File: config.mk
export PLATFORM = sky130hd
export DESIGN_NAME = mono_bitmap_span_fill_core
export DESIGN_NICKNAME = d
export VERILOG_FILES = /design/src/mbsf_pkg.sv /design/src/mono_bitmap_span_fill_core.sv /design/src/mbsf_span_step.sv
export SDC_FILE = /design/constraint.sdc
export NUM_CORES = 1
export LEC_CHECK = 0
export BUFFER_PORTS_ARGS = -buffer_cell sky130_fd_sc_hd__buf_2
export CAP_MARGIN = 10
export CORE_AREA = 2 2 84 86
export DETAILED_ROUTE_END_ITERATION = 10
export DIE_AREA = 0 0 86 88
export HOLD_SLACK_MARGIN = 0.08
export PLACE_DENSITY = 0.72
export SETUP_SLACK_MARGIN = 0.15
export SYNTH_ARGS = -nofsm -noshare
export SYNTH_HDL_FRONTEND = slang
export SYNTH_SLANG_ARGS = --single-unit
File: constraint.sdc
create_clock -name clk -period 7.85 [get_ports clk]
set_input_delay 0.3925 -clock clk [delete_from_list [all_inputs] [get_ports clk]]
set_output_delay 0.3925 -clock clk [all_outputs]
set_load 0.02 [all_outputs]
File: src/mbsf_pkg.sv
// Shared types, function codes and mask helper for the mono bitmap span filler.
package mbsf_pkg;

    localparam logic [1:0] FUNC_FILL  = 2'd0;
    localparam logic [1:0] FUNC_BEGIN = 2'd1;
    localparam logic [1:0] FUNC_END   = 2'd2;

    localparam logic [7:0] FULL_MASK = 8'hFF;
    localparam logic [7:0] NO_MASK   = 8'h00;
    localparam logic [3:0] BYTE_BITS = 4'd8;

    typedef struct packed {
        logic [7:0] mask;
        logic [3:0] cnt;
        logic       last;
    } span_step_t;

    // Mask of cnt pixels starting at pixel off of a byte, pixel 0 in the MSB.
    function automatic logic [7:0] span_mask(input logic [2:0] off, input logic [3:0] cnt);
        logic [8:0] ones;
        logic [3:0] sh;
        ones = (9'd1 << cnt) - 9'd1;
        sh   = BYTE_BITS - {1'b0, off} - cnt;
        return ones[7:0] << sh;
    endfunction

endpackage

File: src/mono_bitmap_span_fill_core.sv
// Top level of the one-bit-per-pixel span filler: command intake, sequencer, write output.
//
//  Channel | Direction | Handshake            | Payload
//  --------+-----------+----------------------+-------------------------------------------
//  cmd     | in        | cmd_valid, cmd_ready | func, pixel_value, run_length
//  wr      | out       | wr_valid, wr_ready   | buffer_index, byte_address, bit_mask,
//          |           |                      | write_value, last
//
// A fill command of nonzero length L starting at pixel offset o produces ceil((o + L) / 8)
// byte writes (at most 33 for a 255-pixel run), one per cycle while the output register is
// not stalled; the block takes no new command until the run is done. Begin-frame, end-frame,
// the unused code and a zero-length fill complete at the command transfer. The span-step
// unit handles one byte per cycle and sets this rate.
// Reset clears the pixel position, selects buffer A and empties the output register.
// A stalled write holds the sequencer; the next command can be taken while the final
// write of the previous run still waits in the output register.
module mono_bitmap_span_fill_core #(
    parameter int BUFFER_BYTES = 65536,
    parameter int MAX_RUN      = 255
) (
    input  logic        clk,
    input  logic        rst_n,

    input  logic        cmd_valid,
    output logic        cmd_ready,
    input  logic [1:0]  func,
    input  logic        pixel_value,
    input  logic [7:0]  run_length,

    output logic        wr_valid,
    input  logic        wr_ready,
    output logic        buffer_index,
    output logic [15:0] byte_address,
    output logic [7:0]  bit_mask,
    output logic        write_value,
    output logic        last
);

    localparam int ByteW       = $clog2(BUFFER_BYTES);
    localparam int PosW        = ByteW + 3;
    localparam int TotalPixels = BUFFER_BYTES * 8;
    // Run lengths arrive as 8 bits, so a cap of 255 or more never bites.
    localparam int RunCap      = (MAX_RUN < 255) ? MAX_RUN : 255;

    localparam logic ST_IDLE = 1'b0;
    localparam logic ST_RUN  = 1'b1;

    logic            state_reg, state_next;
    logic [PosW-1:0] pos_reg, pos_next;
    logic [7:0]      rem_reg, rem_next;
    logic            colour_reg, colour_next;
    logic            buf_reg, buf_next;

    logic            wr_valid_reg, wr_valid_next;
    logic            buf_out_reg, buf_out_next;
    logic [15:0]     addr_reg, addr_next;
    logic [7:0]      mask_reg, mask_next;
    logic            value_reg, value_next;
    logic            last_reg, last_next;

    mbsf_pkg::span_step_t step;
    logic [PosW-1:0]      step_pos;
    logic [7:0]           run_clamped;
    logic [ByteW-1:0]     byte_idx;
    logic                 out_free;
    logic                 cmd_xfer;

    mbsf_span_step #(
        .PosW        (PosW),
        .TotalPixels (TotalPixels)
    ) u_step (
        .pos      (pos_reg),
        .rem      (rem_reg),
        .step     (step),
        .next_pos (step_pos)
    );

    assign cmd_ready   = (state_reg == ST_IDLE);
    assign cmd_xfer    = cmd_valid && cmd_ready;
    assign out_free    = !wr_valid_reg || wr_ready;
    assign run_clamped = (run_length > 8'(RunCap)) ? 8'(RunCap) : run_length;
    assign byte_idx    = pos_reg[PosW-1:3];

    always_comb
    begin
        state_next    = state_reg;
        pos_next      = pos_reg;
        rem_next      = rem_reg;
        colour_next   = colour_reg;
        buf_next      = buf_reg;
        wr_valid_next = wr_valid_reg && !wr_ready;
        buf_out_next  = buf_out_reg;
        addr_next     = addr_reg;
        mask_next     = mask_reg;
        value_next    = value_reg;
        last_next     = last_reg;

        unique case (state_reg)
            ST_IDLE:
            begin
                if (cmd_xfer)
                begin
                    unique case (func)
                        mbsf_pkg::FUNC_FILL:
                        begin
                            rem_next    = run_clamped;
                            colour_next = pixel_value;
                            if (run_clamped != 8'd0)
                            begin
                                state_next = ST_RUN;
                            end
                        end
                        mbsf_pkg::FUNC_BEGIN:
                        begin
                            pos_next = '0;
                        end
                        mbsf_pkg::FUNC_END:
                        begin
                            buf_next = !buf_reg;
                        end
                        default:
                        begin
                            // The unused code is dropped without effect.
                        end
                    endcase
                end
            end
            ST_RUN:
            begin
                // One byte write per cycle whenever the output register can take it.
                if (out_free)
                begin
                    wr_valid_next = 1'b1;
                    buf_out_next  = buf_reg;
                    addr_next     = 16'(byte_idx);
                    mask_next     = step.mask;
                    value_next    = colour_reg;
                    last_next     = step.last;
                    pos_next      = step_pos;
                    rem_next      = rem_reg - {4'd0, step.cnt};
                    if (step.last)
                    begin
                        state_next = ST_IDLE;
                    end
                end
            end
            default:
            begin
                state_next = ST_IDLE;
            end
        endcase
    end

    always_ff @(posedge clk or negedge rst_n)
    begin
        if (!rst_n)
        begin
            state_reg    <= ST_IDLE;
            pos_reg      <= '0;
            buf_reg      <= 1'b0;
            wr_valid_reg <= 1'b0;
            rem_reg      <= '0;
        end
        else
        begin
            state_reg    <= state_next;
            pos_reg      <= pos_next;
            buf_reg      <= buf_next;
            wr_valid_reg <= wr_valid_next;
            rem_reg      <= rem_next;
        end
    end

    always_ff @(posedge clk)
    begin
        colour_reg  <= colour_next;
        buf_out_reg <= buf_out_next;
        addr_reg    <= addr_next;
        mask_reg    <= mask_next;
        value_reg   <= value_next;
        last_reg    <= last_next;
    end

    assign wr_valid     = wr_valid_reg;
    assign buffer_index = buf_out_reg;
    assign byte_address = addr_reg;
    assign bit_mask     = mask_reg;
    assign write_value  = value_reg;
    assign last         = last_reg;

    // The position never reaches the end of the buffer; wrapping happens in the step unit.
    a_pos_in_range: assert property (@(posedge clk) disable iff (!rst_n)
        {1'b0, pos_reg} < (PosW + 1)'(TotalPixels))
        else $error("pixel position beyond buffer end");

    // While a run is in progress there are always pixels left to draw.
    a_run_has_pixels: assert property (@(posedge clk) disable iff (!rst_n)
        (state_reg == ST_RUN) |-> (rem_reg != 8'd0))
        else $error("run state with no pixels left");

    // A write that is held back keeps its valid and its fields until it is transferred.
    a_wr_held_stable: assert property (@(posedge clk) disable iff (!rst_n)
        (wr_valid_reg && !wr_ready) |=> (wr_valid_reg &&
            $stable({buf_out_reg, addr_reg, mask_reg, value_reg, last_reg})))
        else $error("stalled write changed before its transfer");

endmodule

File: src/mbsf_span_step.sv
// One step of the span walk: mask, pixel count and next position for one byte.
module mbsf_span_step #(
    parameter int PosW        = 19,
    parameter int TotalPixels = 524288
) (
    input  logic [PosW-1:0]          pos,
    input  logic [7:0]               rem,
    output mbsf_pkg::span_step_t     step,
    output logic [PosW-1:0]          next_pos
);

    logic [2:0]    off;
    logic [3:0]    avail;
    logic [3:0]    cnt;
    logic [PosW:0] sum;

    always_comb
    begin
        off   = pos[2:0];
        avail = mbsf_pkg::BYTE_BITS - {1'b0, off};
        cnt   = (rem < {4'd0, avail}) ? rem[3:0] : avail;
        sum   = {1'b0, pos} + {{(PosW - 3){1'b0}}, cnt};
        // The position stays below the buffer size, so one subtract wraps it.
        if (sum >= (PosW + 1)'(TotalPixels))
        begin
            sum = sum - (PosW + 1)'(TotalPixels);
        end
        next_pos  = sum[PosW-1:0];
        step.cnt  = cnt;
        step.mask = (cnt == 4'd0) ? mbsf_pkg::NO_MASK : mbsf_pkg::span_mask(off, cnt);
        step.last = (rem == {4'd0, cnt});
    end

endmodule

# [Yosys cells after proc, flatten, opt, wreduce, memory -nomap -nowiden]
# Cells that the tools add are included.
[word_totals] inputBits=15 elab_cells=63 out_inout_bits=29 ff_bits=58
[op_classes] n_reduce_logical=14 add_sub_neg=6 bitwise_logic=1 mux=19 n_shift=2 magnitude_cmp=3 n_eq_ne=7
[op_table] operator="two-way mux 19 bit" count=4
[op_table] operator="one-hot mux 19 bit (2 select lines)" count=1
[op_table] operator="two-way mux 8 bit" count=4
[op_table] operator="adder 19 x 4 -> 20 bit" count=1
[op_table] operator=">= comparator 20 bit (second input constant)" count=1
[op_table] operator="subtractor 19 x 1 -> 19 bit (second input constant)" count=1
[op_table] operator="one-hot mux 8 bit (2 select lines)" count=1
[op_table] operator="AND reduction 3 bit" count=4
[op_table] operator="equality test 8 x 4 -> 1 bit" count=1
[op_table] operator="greater-than comparator 8 bit (second input constant)" count=1
[op_table] operator="less-than comparator 8 x 4 -> 1 bit" count=1
[op_table] operator="!= test 2 x 1 -> 1 bit (second input constant)" count=4
[op_table] operator="nonzero test 8 bit" count=1
[op_table] operator="left shift 1 x 4 -> 8 bit (first input constant)" count=1
[op_table] operator="left shift 8 x 4 -> 8 bit" count=1
[op_table] operator="subtractor 8 x 1 -> 8 bit (second input constant)" count=1
[op_table] operator="subtractor 8 x 4 -> 8 bit" count=1
[op_table] operator="two-way mux 1 bit" count=7
[op_table] operator="zero test 4 bit" count=1
[op_table] operator="two-way mux 4 bit" count=1
[op_table] operator="subtractor 4 x 3 -> 4 bit (first input constant)" count=1
[op_table] operator="subtractor 4 bit" count=1
[op_table] operator="zero test 1 bit" count=3
[op_table] operator="equality test 2 x 1 -> 1 bit (second input constant)" count=1
[op_table] operator="7 further kinds" count=8

# [Longest topological paths before layout]
# Gate-level depths: netlist of the first run.
[logic_depth] ltp_word=8 mapped_depth=22 ltp_nobuf=19

# [By module]
# From an unflattened synthesis of the first run, not the netlist that was laid out.
[hier_totals] hier_cells=368 area_unflattened_um2=3791.1
[modules_own_cells] module="mono_bitmap_span_fill_core" cells_each=161 seq_area_each_um2=1591.5 instances=1 area_each_um2=2284.7
[modules_own_cells] module="mbsf_span_step" cells_each=207 seq_area_each_um2=0.0 instances=1 area_each_um2=1506.4

# [Worst setup path after synthesis of the first run]
# Ideal clock, no wire load.
[synth_timing] path_kind="reg2reg" start="register pos_reg[0]" end="register mask_reg[5], in the netlist bit_mask[5], data pin" arrival_ps=4168 setup_slack_ps=3427 required_ps=7595 path_stages_with_launch=23 cell_sequence="dfrtp_1 > buf_4 > inv_1 > ha_1 > nand3b_1 > o2bb2ai_1 > maj3_1 > a21oi_4 > buf_8 > buf_2 > nand2_1 > o21ai_0 > ha_1 > inv_1 > ha_1 > or2_2 > nand2_1 > a211oi_1 > nor3_1 > clkbuf_1 > o22a_1 > o22ai_1 > and2_1"
[synth_between] elab_chain_len=6 word_cells_on_any_way=8 classes_between="add/sub: 3; order compare: 1; shift: 2; mux: 1; reduce/logical: 1"
[synth_lines] element="from (decl)" line_no="mono_bitmap_span_fill_core.sv:49" text="logic [PosW-1:0] pos_reg, pos_next;"
[synth_lines] element="from (signal assigned)" line_no="mono_bitmap_span_fill_core.sv:167" text="pos_reg <= pos_next;"
[synth_lines] element="subtractor 4 x 3 -> 4 bit *" line_no="mbsf_pkg.sv:23, mbsf_span_step.sv:20"
[synth_lines] element="less-than comparator 8 x 4 -> 1 bit" line_no="mbsf_span_step.sv:21" text="cnt = (rem < {4'd0, avail}) ? rem[3:0] : avail;"
[synth_lines] element="two-way mux 4 bit" line_no="mbsf_span_step.sv:21"
[synth_lines] element="left shift 1 x 4 -> 8 bit" line_no="mbsf_pkg.sv:22" text="ones = (9'd1 << cnt) - 9'd1;"
[synth_lines] element="subtractor 8 x 1 -> 8 bit" line_no="mbsf_pkg.sv:22"
[synth_lines] element="left shift 8 x 4 -> 8 bit" line_no="mbsf_pkg.sv:24" text="return ones[7:0] << sh;"
[synth_lines] element="to (signal assigned)" line_no="mono_bitmap_span_fill_core.sv:179" text="mask_reg <= mask_next;"
[synth_lines] element="to (decl)" line_no="mono_bitmap_span_fill_core.sv:57" text="logic [7:0] mask_reg, mask_next;"
# Every way passes the cells marked *; elsewhere a longest branch is shown, timed or not.
# A chain may end at the register's enable or synchronous reset.

# [Worst setup path in the final report of the first run]
[layout_timing] start="register pos_reg[0]" end="register mask_reg[6], in the netlist bit_mask[6], data pin"
# The elaborated chain is that of the path after synthesis.

==> qor.yml, run 1 <==
fin_crit_ps: 5230
drt_iter0_markers: 199
synth_nets: 393
crit_required_ps: 7940
finalHoldViolCount: 0
crit_start: "pos_reg[0]"
wl_per_cell_um: 15.6
cts_resized: 0
post-route-drc-count: 0
dp_hpwl_um: 5390
antenna_found_initial: 0
synth-edff-count: 28
synth-seq-cells: 58
overflow: 0
netlist_area_sq_um: 3580
fin_nets: 429
die_x_um: 86
drtAntennaViolNets: 0
coreArea_sq_um: 6640
holdBufCountCts: 0
r2r_start: "pos_reg[0]"
yosysSeqAreaShare_pct: 44.4
htreeDepth: 3
start_util_pct: 54.0
io_pins: 44
endpoint: "bit_mask[6]"
ys_types: 66
num_vias: 2814
cts_tree: "yes"
grt_first_pass_wirelength_um: 13200
drv_cap: 0
regArea_sq_um: 1590
synth_area_per_cell_sq_um: 9.90
reg2reg_depth: 19
fmax_mhz: 191
clockBufferDepth: 2
grt_pass1_vias: 2805
fill_cells: 581
routed_via_density: 5.83
synthFlopType: "dfrtp_1"
drive_gt1_share_pct: 19.1
cts.clk_slew.worst_paths_ps: 70
maxSlewViolCount: 0
synthArstFlopShare_pct: 51.7
rows: 30
cts_buffers: 9
setup_viol: 0
die-height_um: 88
drt-pass1-iter-count: 4
hold_class: "input pin to async pin"
root_buffer: "clkbuf_8"
multi_input_area_sq_um: 1830
areaGrowthSynthToFinish_pct: 12.6
slew_headroom_pct: 43.9
place.port_buffers: 43
post_cts_buffers: 0
critical_path_class: "flop to flop"
dieArea_sq_um: 7570
yosysWarnings: 0
clk_latency_ps: 340
outcome: "finished, final reports clean"
tns_ps: 0
startpoint_type: "flop"
rr_endpoint: "bit_mask[6]"
wirelength_um: 7540
rsz0062_at_grt: "false"
grt_use_total_pct: 22.1
reg2reg_setup_slack_ps: 2620
routabilityCongestion: 0.871
arrival_ps: 5310
skew_ps: 8.55
diodes: 0
synth_cells: 362
cp-end-kind: "flop"
cp_max_fo: 25
largest_reg_flops: 19
clock_sinks: 58
tightest_slew_ps: 838
grt_max_degree: 31
period_share_pct: 66.6
## area by class of cell
type | instances | share of cell area (%)
Multi-Input combinational cell | 270 | 45.4
Clock inverter | 7 | 2.54
Sequential cell | 58 | 39.4
Timing Repair Buffer | 46 | 5.89
Clock buffer | 9 | 3.07
Inverter | 13 | 1.21
Tap cell | 80 | 2.48
## logic make-up after synthesis
logic type,Yosys count,synth area share [%]
compound gates,80,16.0
mux,11,3.98
xor+xnor,24,6.07
flops,58,44.4
buf+inv,34,4.68
simple gates,138,18.6
fa+ha+maj,17,6.28
## cell usage in the layout (no fill, tap or decap), types with 11 or more instances in the layout
master	instances
nand2_1	33
dfrtp_1	30
edfxtp_1	28
a21oi_1	14
buf_2	43
ha_1	14
inv_1	11
nor2_1	47
xor2_1	13
## metal layers
metal  GRT usage (%)  wire, um  up-vias  share of wire (%)
li1                -         -     1388                  -
met1            28.3      3390     1346                 45
met4            6.49        83        0                1.1
met5               0         0        -                  0
met2            37.5      3700       73                 49
met3            5.37       357        7                4.7
## cells in the mapped netlist (2+ instances only)
library cell / number / area share (%)
o211ai_1: 2 / 0.42
buf_6: 3 / 0.94
inv_2: 2 / 0.21
fa_1: 2 / 1.1
or3_1: 3 / 0.52
a21oi_1: 14 / 2.0
a211oi_1: 7 / 1.5
clkbuf_1: 13 / 1.4
a311oi_1: 3 / 0.73
edfxtp_1: 28 / 23
and4_1: 2 / 0.49
a21o_1: 7 / 1.5
nand2_1: 33 / 3.5
nand3_1: 10 / 1.4
nor2_1: 47 / 4.9
o21ai_0: 10 / 1.4
dfrtp_1: 30 / 21
ha_1: 14 / 4.9
xor2_1: 13 / 3.2
mux2i_1: 6 / 1.7
nor4bb_1: 2 / 0.56
o31ai_1: 7 / 1.5
and2_1: 4 / 0.70
o22ai_1: 3 / 0.52
nand4_1: 5 / 0.87
nor3_1: 9 / 1.3
and3_1: 4 / 0.70
inv_1: 11 / 1.2
o22a_1: 7 / 1.7
nor4_1: 3 / 0.52
buf_2: 2 / 0.28
mux2_2: 3 / 0.94
xnor2_1: 10 / 2.4
nor2b_1: 7 / 1.2
a31oi_1: 5 / 0.87
## worst min path at each step
stage / slack, ps / cells after the start / to / startpoint
after CTS: 110 / 1 / rem_reg[0] / rst_n
final: 100 / 1 / pos_reg[12] / rst_n
after floorplan: 100 / 0 / buf_reg / rst_n
after global routing: 140 / 1 / pos_reg[12] / rst_n
after global placement: 410 / 0 / write_value / colour_reg
after detailed placement: 420 / 0 / write_value / colour_reg
## stage by stage
step / util [%] / setup WS (ps) / cell area [sq um] / hold slack (ps) / std cells
global placement: 57.3 / 2830 / 3810 / 407 / 467
finish: 60.8 / 2620 / 4040 / 95.5 / 483
global route: 60.8 / 2190 / 4040 / 137 / 483
floorplan: - / 3430 / 3580 / 96.9 / 362
CTS: 60.8 / 2670 / 4040 / 111 / 483
detailed placement: 57.3 / 2680 / 3810 / 416 / 467
## worst max-delay path, stage by stage (launching register included)
cell,delay [ps]
dfrtp_1,520
inv_1,170
ha_1,530
nand3b_1,150
o2bb2ai_1,170
maj3_1,420
a21oi_4,620
nand2_1,120
o21ai_0,250
ha_1,350
inv_1,60
ha_1,190
or2_2,310
nand2_1,80
a211oi_1,50
nor3_1,180
buf_4,210
nand2_1,100
or3_1,340
o2111a_1,140
Power of run 1 is left out: the tool's default activity adds up to more than one toggle a clock period on the data nets, which glitch-free logic cannot reach.
==> run 2: changes to the inputs <==
CORE_AREA = 2 2 86 88   (was 2 2 84 86)
DIE_AREA = 0 0 88 90   (was 0 0 86 88)
clock period = 4.4 ns   (was 7.85 ns; I/O delays follow)
==> run 2 against run 1 <==
Against the previous run:
- setup slack got worse by 2300 ps
- non-clock buffer count increased by 14
- final cell count increased by 6.8%
- via count increased by 2.7%
- global-route usage decreased by 0.78 points
- design area increased by 3.2%
- critical path depth unchanged
==> qor.yml, run 2 (synthesis results as in run 1) <==
outcome: "finished, final reports clean"
num_vias: 2890  # +2.7%
start_util_pct: 51.1  # -2.9 points
placed_area_sq_um: 3910  # +2.6%
crit_family: "adder cells"
reg2reg_depth: 19  # unchanged
fmax_mhz: 247  # +29%
routabilityCongestion: 0.855  # -1.8%
overflow: 0  # unchanged
slew_headroom_pct: 44.6  # +0.72 points
r2r_start: "pos_reg[0]"
clk_latency_ps: 330  # about the same
wl_per_cell_um: 15.1  # -3.4%
die-height_um: 90  # +2.3%
grt_use_total_pct: 21.4  # -0.78 points
drive_gt1_share_pct: 21.8  # +2.7 points
final_area_sq_um: 4170  # +3.2%
wirelength_um: 7780  # +3.2%
rows: 31  # +3.3%
grt_pass1_vias: 2823  # +0.64%
final_cell_mix: "nor2_1 (47), buf_2 (43), nand2_1 (33), dfrtp_1 (29), edfxtp_1 (28)"
tns_ps: 0  # unchanged
arrival_ps: 4130  # -1180 ps
finalHoldViolCount: 0  # unchanged
fin_crit_ps: 4050  # -1180 ps
dp_hpwl_um: 5560  # +3.1%
drtAntennaViolNets: 0  # unchanged
drv_cap: 0  # unchanged
post-route-drc-count: 0  # unchanged
period_share_pct: 92.0  # +25 points
layout_commonest_cell: "nor2_1"
fin_nets: 443  # +3.3%
coreArea_sq_um: 7020  # +5.7%
clockBufferDepth: 2  # unchanged
cts.clk_slew.worst_paths_ps: 70  # about the same
holdPathEnd: "rem_reg[0]"
cts_tree: "yes"
grt_max_degree: 31  # unchanged
largest_reg_flops: 19  # unchanged
crit_path_cell_trace: "inv_1 -> ha_1 -> buf_4 -> o2bb2ai_1 -> maj3_1 -> a21oi_4 -> nand2_1 -> o21ai_2 -> ha_4 -> inv_1 -> ha_1 -> or2_2 -> nand2_1 -> a211oi_1 -> nor3_1 -> buf_4 -> nand2_1 -> or3_1 -> o2111a_1"
htreeDepth: 3  # unchanged
worst_hold_slack_ps: 189  # +94.0 ps
fin_cells: 516  # +6.8%
rr_endpoint: "bit_mask[6]"
drt_iter0_markers: 203  # +2.0%
critPathBufInv: 4  # +1
setup_viol: 0  # unchanged
areaGrowthSynthToFinish_pct: 16.2
diodes: 0  # unchanged
cp_max_fo: 11  # -56%
root_buffer: "clkbuf_8"
startpoint_type: "flop"
skew_ps: 8.83  # +0.272 ps
hold_class: "input pin to flop"
grt_first_pass_wirelength_um: 13300  # +0.73%
io_pins: 44  # unchanged
min_from: "run_length[0]"
critical_path_class: "flop to flop"
clock_sinks: 58  # unchanged
rsz0062_at_grt: "false"
cp_common_cell: "nand2_1"
dp_cells: 495  # +6.0%
cp-end-kind: "flop"
slowest_stage: "maj3_1"
crit_required_ps: 4490  # -3450 ps
antenna_found_initial: 0  # unchanged
cts_buffers: 9  # unchanged
crit_path_max_incr_delay_ps: 420  # -200 ps
tightest_slew_ps: 819  # -19.3 ps
routed_via_density: 5.60  # -3.9%
place.port_buffers: 43  # unchanged
dieArea_sq_um: 7920  # +4.7%
maxSlewViolCount: 0  # unchanged
drt-pass1-iter-count: 4  # unchanged
reg2reg_setup_slack_ps: 350  # -2270 ps
hold_depth: 3
die_x_um: 88  # +2.3%
fill_cells: 625  # +7.6%
==> run 2: cell types whose count changed in the layout (fill, tap and decap cells not counted), moves of 2 or more <==
cell / delta
buf_4: +11
clkinv_4: -3
dlygate4sd3_1: +2
clkinv_1: +2
==> run 2: through the flow <==
stage | util [%] | setup WS [ps]
2_1_floorplan | - | 177
4_1_cts | 58.6 | 272
3_5_place_dp | 55.7 | 290
3_3_place_gp | 55.7 | 440
6_report | 59.3 | 354
5_1_grt | 59.3 | 161
==> run 2: how the worst max path moves through the flow <==
stage	from	to	cells past startpoint
after detailed placement	pos_reg[1]	bit_mask[6]	19
after CTS	pos_reg[1]	bit_mask[6]	19
after global routing	pos_reg[0]	pos_reg[15]	17
final	pos_reg[0]	bit_mask[6]	19
after global placement	pos_reg[1]	bit_mask[6]	19
after floorplan	pos_reg[0]	bit_mask[5]	22
==> run 2: repair_timing <==
action | in CTS | in global routing
gates resized for setup | 0 | 4
hold endpoints to repair | 31 | 0
buffers inserted | 0 | 3
setup endpoints to repair | 0 | 6
hold buffers | 2 | 0
==> run 2: cell type report <==
| cell class | count | area [sq um] | share of cell area, % |
|---|---|---|---|
| clock buffers | 10 | 128 | 3.06 |
| inverters | 13 | 48.8 | 1.17 |
| multi-input cells | 270 | 1860 | 44.5 |
| well taps | 99 | 124 | 2.97 |
| repair buffers | 60 | 360 | 8.65 |
| flip-flops and latches | 58 | 1590 | 38.2 |
| clock inverters | 6 | 57.6 | 1.38 |
==> run 2: worst min-delay path, stage by stage <==
cell and delay (ps):
buf_2 90, a211oi_1 60, a21oi_1 100
==> run 2: metal layers <==
| layer | global-route usage (%) | up-vias | part of all wire, % | routed length, um |
|---|---|---|---|---|
| met3 | 4.87 | 14 | 3.3 | 255 |
| met1 | 27.4 | 1400 | 44 | 3450 |
| met5 | 0 | - | 0 | 0 |
| met4 | 9.10 | 0 | 2.1 | 166 |
| met2 | 34.3 | 59 | 50 | 3910 |
| li1 | - | 1417 | - | - |
Power of run 2 is left out for the same reason.
